--- src/tclp_pkg.sv ---
// Package for the text command line parser.
// Holds the keyword tables, status and command codes and register indexes.
// Depends on nothing.
`default_nettype none

package tclp_pkg;

   localparam int unsigned KwCount  = 4;
   localparam int unsigned PosCount = 8;

   typedef logic [1:0] status_type;
   typedef logic [1:0] command_type;
   typedef logic [1:0] csr_index_type;

   localparam status_type STATUS_DISPATCHED   = 2'd0;
   localparam status_type STATUS_FORMAT_ERROR = 2'd1;
   localparam status_type STATUS_UNKNOWN      = 2'd2;
   localparam status_type STATUS_OUT_OF_RANGE = 2'd3;

   localparam command_type CMD_LEDON  = 2'd0;
   localparam command_type CMD_LEDOFF = 2'd1;
   localparam command_type CMD_SERVO  = 2'd2;
   localparam command_type CMD_LCD    = 2'd3;

   localparam csr_index_type CSR_LED_LOW  = 2'd0;
   localparam csr_index_type CSR_LED_HIGH = 2'd1;

   localparam logic [7:0] CHAR_END   = 8'h00;
   localparam logic [7:0] CHAR_SPACE = 8'h20;
   localparam logic [7:0] CHAR_A     = 8'h41;
   localparam logic [7:0] CHAR_Z     = 8'h5a;
   localparam logic [7:0] CHAR_0     = 8'h30;
   localparam logic [7:0] CHAR_9     = 8'h39;

   localparam logic [7:0] LED_LOW_RESET  = 8'd0;
   localparam logic [7:0] LED_HIGH_RESET = 8'd3;

   // Keyword letters by position; a zero entry never matches a letter.
   localparam logic [7:0] KW_TEXT [0:KwCount-1][0:PosCount-1] = '{
      '{8'h4c, 8'h45, 8'h44, 8'h4f, 8'h4e, 8'h00, 8'h00, 8'h00},
      '{8'h4c, 8'h45, 8'h44, 8'h4f, 8'h46, 8'h46, 8'h00, 8'h00},
      '{8'h53, 8'h45, 8'h52, 8'h56, 8'h4f, 8'h00, 8'h00, 8'h00},
      '{8'h4c, 8'h43, 8'h44, 8'h00, 8'h00, 8'h00, 8'h00, 8'h00}
   };

   localparam logic [2:0] KW_LEN [0:KwCount-1] = '{3'd5, 3'd6, 3'd5, 3'd3};

endpackage : tclp_pkg

`default_nettype wire

--- src/text_command_line_parser.sv ---
// Text command line parser top level: one character per transfer in,
// one result per line out. Depends on tclp_pkg for tables and codes.
//
//   channel  direction  handshake            payload
//   req      in         req_valid/req_ready  req_ch
//   rsp      out        rsp_valid/rsp_ready  rsp_status, rsp_command, rsp_value
//   csr      in         csr_valid/csr_ready  csr_index, csr_data
//
// A character is registered on its transfer and decoded in the next cycle, so
// one character enters every cycle but for a waiting line end, which stays in the
// input register only while the single result register still holds an untaken result.
// Reset clears the line state and loads the LED range registers with 0 and 3.
// The configuration channel is always ready.
`default_nettype none

module text_command_line_parser
   import tclp_pkg::*;
(
   input  wire logic          clock,
   input  wire logic          reset,
   input  wire logic          req_valid,
   output logic               req_ready,
   input  wire logic [7:0]    req_ch,
   output logic               rsp_valid,
   input  wire logic          rsp_ready,
   output status_type         rsp_status,
   output command_type        rsp_command,
   output logic [7:0]         rsp_value,
   input  wire logic          csr_valid,
   output logic               csr_ready,
   input  wire csr_index_type csr_index,
   input  wire logic [7:0]    csr_data
);

   typedef enum logic [1:0] {
      PH_LETTERS = 2'd0,
      PH_DIGITS  = 2'd1,
      PH_ERROR   = 2'd2
   } phase_type;

   logic              in_valid_ff, in_valid_in;
   logic [7:0]        in_ch_ff;
   phase_type         phase_ff, phase_in;
   logic [2:0]        pos_ff, pos_in;
   logic [KwCount-1:0] match_ff, match_in;
   logic [7:0]        acc_ff, acc_in;
   logic [7:0]        led_low_ff, led_high_ff;
   logic              rsp_valid_ff, rsp_valid_in;
   status_type        rsp_status_ff, rsp_status_in;
   command_type       rsp_command_ff, rsp_command_in;
   logic [7:0]        rsp_value_ff, rsp_value_in;
   logic              is_end;
   logic              advance;
   logic [3:0]        digit;

   assign is_end    = (in_ch_ff == CHAR_END);
   assign advance   = in_valid_ff && (!is_end || !rsp_valid_ff || rsp_ready);
   assign req_ready = !in_valid_ff || advance;
   assign csr_ready = 1'b1;
   assign digit     = 4'(in_ch_ff - CHAR_0);

   assign rsp_valid   = rsp_valid_ff;
   assign rsp_status  = rsp_status_ff;
   assign rsp_command = rsp_command_ff;
   assign rsp_value   = rsp_value_ff;

   always_comb begin
      in_valid_in    = (in_valid_ff && !advance) || (req_valid && req_ready);
      phase_in       = phase_ff;
      pos_in         = pos_ff;
      match_in       = match_ff;
      acc_in         = acc_ff;
      rsp_valid_in   = rsp_valid_ff && !rsp_ready;
      rsp_status_in  = rsp_status_ff;
      rsp_command_in = rsp_command_ff;
      rsp_value_in   = rsp_value_ff;
      if (advance && !is_end) begin
         unique case (phase_ff)
            PH_LETTERS: begin
               if (in_ch_ff >= CHAR_A && in_ch_ff <= CHAR_Z) begin
                  for (int k = 0; k < KwCount; k++) begin
                     if (KW_TEXT[k][pos_ff] != in_ch_ff) begin
                        match_in[k] = 1'b0;
                     end
                  end
                  if (pos_ff != 3'd7) begin
                     pos_in = pos_ff + 3'd1;
                  end
               end else if (in_ch_ff == CHAR_SPACE) begin
                  for (int k = 0; k < KwCount; k++) begin
                     if (KW_LEN[k] != pos_ff) begin
                        match_in[k] = 1'b0;
                     end
                  end
                  phase_in = PH_DIGITS;
               end else begin
                  phase_in = PH_ERROR;
               end
            end
            PH_DIGITS: begin
               if (in_ch_ff >= CHAR_0 && in_ch_ff <= CHAR_9) begin
                  acc_in = {acc_ff[4:0], 3'b000} + {acc_ff[6:0], 1'b0} + {4'b0000, digit};
               end else begin
                  phase_in = PH_ERROR;
               end
            end
            default: begin
            end
         endcase
      end else if (advance) begin
         rsp_valid_in   = 1'b1;
         rsp_status_in  = STATUS_FORMAT_ERROR;
         rsp_command_in = CMD_LEDON;
         rsp_value_in   = 8'd0;
         if (phase_ff == PH_DIGITS) begin
            rsp_value_in = acc_ff;
            if (match_ff == '0) begin
               rsp_status_in = STATUS_UNKNOWN;
            end else begin
               priority if (match_ff[0]) begin
                  rsp_command_in = CMD_LEDON;
               end else if (match_ff[1]) begin
                  rsp_command_in = CMD_LEDOFF;
               end else if (match_ff[2]) begin
                  rsp_command_in = CMD_SERVO;
               end else begin
                  rsp_command_in = CMD_LCD;
               end
               if ((rsp_command_in == CMD_LEDON || rsp_command_in == CMD_LEDOFF) &&
                   (acc_ff < led_low_ff || acc_ff > led_high_ff)) begin
                  rsp_status_in = STATUS_OUT_OF_RANGE;
               end else begin
                  rsp_status_in = STATUS_DISPATCHED;
               end
            end
         end
         phase_in = PH_LETTERS;
         pos_in   = 3'd0;
         match_in = '1;
         acc_in   = 8'd0;
      end
   end

   always_ff @(posedge clock) begin
      if (reset) begin
         in_valid_ff  <= 1'b0;
         phase_ff     <= PH_LETTERS;
         pos_ff       <= 3'd0;
         match_ff     <= '1;
         acc_ff       <= 8'd0;
         rsp_valid_ff <= 1'b0;
         led_low_ff   <= LED_LOW_RESET;
         led_high_ff  <= LED_HIGH_RESET;
      end else begin
         in_valid_ff  <= in_valid_in;
         phase_ff     <= phase_in;
         pos_ff       <= pos_in;
         match_ff     <= match_in;
         acc_ff       <= acc_in;
         rsp_valid_ff <= rsp_valid_in;
         if (csr_valid && csr_index == CSR_LED_LOW) begin
            led_low_ff <= csr_data;
         end
         if (csr_valid && csr_index == CSR_LED_HIGH) begin
            led_high_ff <= csr_data;
         end
      end
   end

   always_ff @(posedge clock) begin
      if (req_valid && req_ready) begin
         in_ch_ff <= req_ch;
      end
      rsp_status_ff  <= rsp_status_in;
      rsp_command_ff <= rsp_command_in;
      rsp_value_ff   <= rsp_value_in;
   end

endmodule : text_command_line_parser

`default_nettype wire

--- config.mk ---
export PLATFORM = sky130hd
export DESIGN_NAME = text_command_line_parser
export DESIGN_NICKNAME = d
export VERILOG_FILES = /design/src/tclp_pkg.sv /design/src/text_command_line_parser.sv
export SDC_FILE = /design/constraint.sdc
export NUM_CORES = 1
export LEC_CHECK = 0
export CAP_MARGIN = 5
export CORE_MARGIN = 3
export CORE_UTILIZATION = 40
export CTS_CLUSTER_DIAMETER = 40
export DETAILED_ROUTE_END_ITERATION = 8
export DONT_BUFFER_PORTS = 1
export GPL_TIMING_DRIVEN = 0
export PLACE_DENSITY = 0.62
export SETUP_SLACK_MARGIN = 0.15
export SYNTH_ARGS = -nofsm -noshare
export SYNTH_HDL_FRONTEND = slang
export SYNTH_SLANG_ARGS = --single-unit
--- constraint.sdc ---
create_clock -name clock -period 2.4 [get_ports clock]
set_clock_uncertainty 0.1 [all_clocks]
set_input_delay 0.36 -clock clock [delete_from_list [all_inputs] [get_ports clock]]
set_output_delay 0.36 -clock clock [all_outputs]
set_load 0.01 [all_outputs]
==> metrics.md <==
| Metric | Value |
|---|---|
| Tmin final | `2.35 ns` |
| Fmax | `426 MHz` |
| Reg area | `1310 um^2` |
| Ports | `38` |
| Final Cycle Share | `0.978` |
| RSZ-0062 raised after global routing | `yes` |
| Vias in the first global route | `2517` |
| Clock slew at reported path FFs | `0.10 ns` |
| Timing startpoint of the critical path | `in_ch_ff[3]` |
| First-pass DRT Iterations | `5` |
| Async SR Flop Fraction | `0` |
| R2r startpoint | `in_ch_ff[3]` |
| Post-synth EDFFs | `20` |
| Core Rows | `32` |
| Initial DRC count | `205` |
| Initial Utilization | `0.422` |
| CP max stage cell | `or4_4` |
| Vias post-DR | `2723` |
| Fillers | `723` |
| Worst r2r dst | `match_ff[3]` |
| Syn Nets | `423` |
| First-pass GRT wire length | `12300 um` |
| Most frequent cells in the layout | `nor2_1, dfxtp_1, ha_1` |
| Commonest non-fill, non-tap cell in the layout | `nor2_1` |
| Top post-synthesis cells by area | `dfxtp_1, edfxtp_1, ha_1` |
| Synthesis-stage register bit count | `55` |
| Worst-skew pair later-pin latency | `0.32 ns` |
| Routed len/inst | `15.7 um` |
| Slowest stage delay, CP | `0.56 ns` |
| Die area | `9450 um^2` |
| Critical Path RT | `2.51 ns` |
| Hold buffers post-CTS | `0` |
| Grt ovf | `0` |
| Hold Path Class | `input port to flip-flop` |
| Reg2Reg Setup Slack | `0.05 ns` |
| RePlAce Congestion | `0.857` |
| Die width | `97.2 um` |
| Worst Path Arrival | `2.46 ns` |
| Status | `finished, final reports clean` |
| Area delta synth->final | `20.0%` |
| Setup Crit Path Kind | `flip-flop to flip-flop` |
| Max IR drop VDD | `215 uV` |
| Port buffer count | `0` |
| Total Routing Usage GR | `0.156` |
| Via/cell ratio | `5.47` |
| Slew margin rel. | `0.501` |
| Max-slew violations | `0` |
| Layout cells sized above 1 | `0.215` |
| CTS max path bufs | `2` |
| Post-Route WL | `7800 um` |
| Syn Inst Count | `365` |
| Setup WS post-layout | `0.0528 ns` |
| Total clock sinks | `55` |
| Core Box Area | `7890 um^2` |
| Yosys warns | `0` |
| Final-report setup violation count | `0` |
| CTS H-tree depth | `2` |
| Fin. Hold Viols | `0` |
| Ant diodes | `0` |
| DR DRC count | `0` |
| Cell Area, Synth | `3330 um^2` |
| Nets | `453` |
| Largest net degree at the start of global routing | `20` |
| R2R depth | `9` |
| Worst Tran Pin Value | `0.747 ns` |
| Dpl ws | `-0.112 ns` |
| Post-synthesis sequential area ratio | `0.391` |
| Main flop type after synthesis | `dfxtp_1` |
| CTS tree | `built` |
| Initial antenna violation count | `0` |
| Synth unique cells | `60` |
| Cell taking the most area after synthesis | `dfxtp_1` |
| Num CTS Buffers | `5` |
| Critical-path cell list | `buf_4 -> buf_6 -> or4_4 -> o22ai_4 -> nor4b_4 -> nand2_2 -> buf_6 -> a211oi_2 -> o32a_1` |
| Max_cap viols | `0` |
| Syn Area/Cell | `9.11 um^2` |
| Hpwl dp | `5450 um` |
| Die height | `97.2 um` |
| Static Leak | `0.00160 uW` |
| CTS root buf | `clkbuf_8` |
| Critical Path Source Type | `flip-flop` |
| Final Hold Slack | `0.0313 ns` |
| Critical Path Fanout Max | `5` |
| Post-route ant nets | `0` |
| Synth top area share | `0.211` |
| Kind of end point of the critical path | `flip-flop` |
| Multi-input gate area | `2050 um^2` |
| Pwr Density | `448 nW/um^2` |
| Most used cell, CP | `buf_6` |
| Crit path capture | `match_ff[3]` |
==> layout make-up <==
cell class | count | share of cell area
Multi-Input combinational cell | 263 | 0.514
Sequential cell | 55 | 0.329
Timing Repair Buffer | 23 | 0.0489
Tap cell | 102 | 0.0320
Inverter | 31 | 0.0317
Buffer | 16 | 0.0207
Clock buffer | 5 | 0.0172
Clock inverter | 3 | 0.00690
==> critical path: cells and delay by family (launching register included) <==
kind / cells / cell delay (ns)
DFF: 1 / 0.42
and+or+nand+nor: 3 / 0.81
buffers and inverters: 3 / 0.39
AOI/OAI and AO/OA: 3 / 0.51
==> power by group <==
group,internal [uW],switching [uW],leakage (uW)
clock network,215,333,0.0000463
logic,98.3,134,0.00106
registers,986,22.2,0.000494
total,1300,489,0.00160
==> worst min path at each step <==
stage	start	endpoint	cells past startpoint
after detailed placement	req_ch[2]	in_ch_ff[2]	0
final	req_ch[2]	in_ch_ff[2]	0
after CTS	req_ch[7]	in_ch_ff[7]	0
after global placement	req_ch[6]	in_ch_ff[6]	0
after floorplan	led_high_ff[0]	led_high_ff[0]	1
after global routing	req_ch[1]	in_ch_ff[1]	0
==> cell usage after synthesis, types with 2 or more instances <==
master,n
a21o_1,6
mux2i_1,7
a211oi_1,4
a22oi_1,10
nand3b_1,2
o31ai_1,4
a21oi_1,26
inv_1,30
nand4_1,2
a211o_1,2
or2_2,2
or4_1,2
nor4_1,4
o32a_1,2
buf_2,4
o211ai_1,2
nor2_1,44
xor2_1,3
nand2_1,17
xnor2_1,8
o311a_1,2
o32ai_1,2
o21ai_0,15
o22ai_2,2
ha_1,33
nor2b_1,3
and2_1,9
clkbuf_1,10
fa_1,2
nand3_1,5
or3_1,5
dfxtp_1,35
nand2b_1,7
nor3_1,9
edfxtp_1,20
==> layer usage <==
| layer | part of all wire | up-vias | track usage |
|---|---|---|---|
| met3 | 0.068 | 10 | 0.0366 |
| met5 | 0 | - | 0 |
| met4 | 0.013 | 0 | 0.0572 |
| met1 | 0.47 | 1267 | 0.228 |
| met2 | 0.45 | 91 | 0.222 |
| li1 | - | 1355 | - |
==> sequential cells by signal (all words and copies together) (netlist names) <==
name         count
rsp_value        8
led_high_ff      8
rsp_status       2
acc_ff           8
phase_ff         2
in_valid_ff      1
rsp_valid        1
pos_ff           3
rsp_command      2
match_ff         4
in_ch_ff         8
led_low_ff       8
==> cell families after synthesis <==
kind of cell,after synthesis,synth area share
simple gates,121,0.190
flops,55,0.391
buf+inv,47,0.0557
fa+ha+maj,35,0.136
xor+xnor,11,0.0290
mux,7,0.0211
other cells,1,0.00113
compound gates,88,0.176
==> through the flow <==
stage	cells	power (uW)	setup TNS (ns)	instance area [um^2]	util
after floorplan	365	1160	0	3360	-
after global placement	467	1200	-0.0697	3480	0.442
after detailed placement	467	1200	-0.112	3480	0.442
after CTS	481	1770	0	3690	0.468
after global routing	498	1870	-0.110	3990	0.506
final	498	1790	0	3990	0.506
==> timing repair <==
action | in CTS | in global routing
pin swaps | 5 | 14
resized for setup | 20 | 40
setup buffers | 6 | 17
endpoints found under the setup margin | 36 | 20
Note: power is estimated with default switching activity, not from simulation.
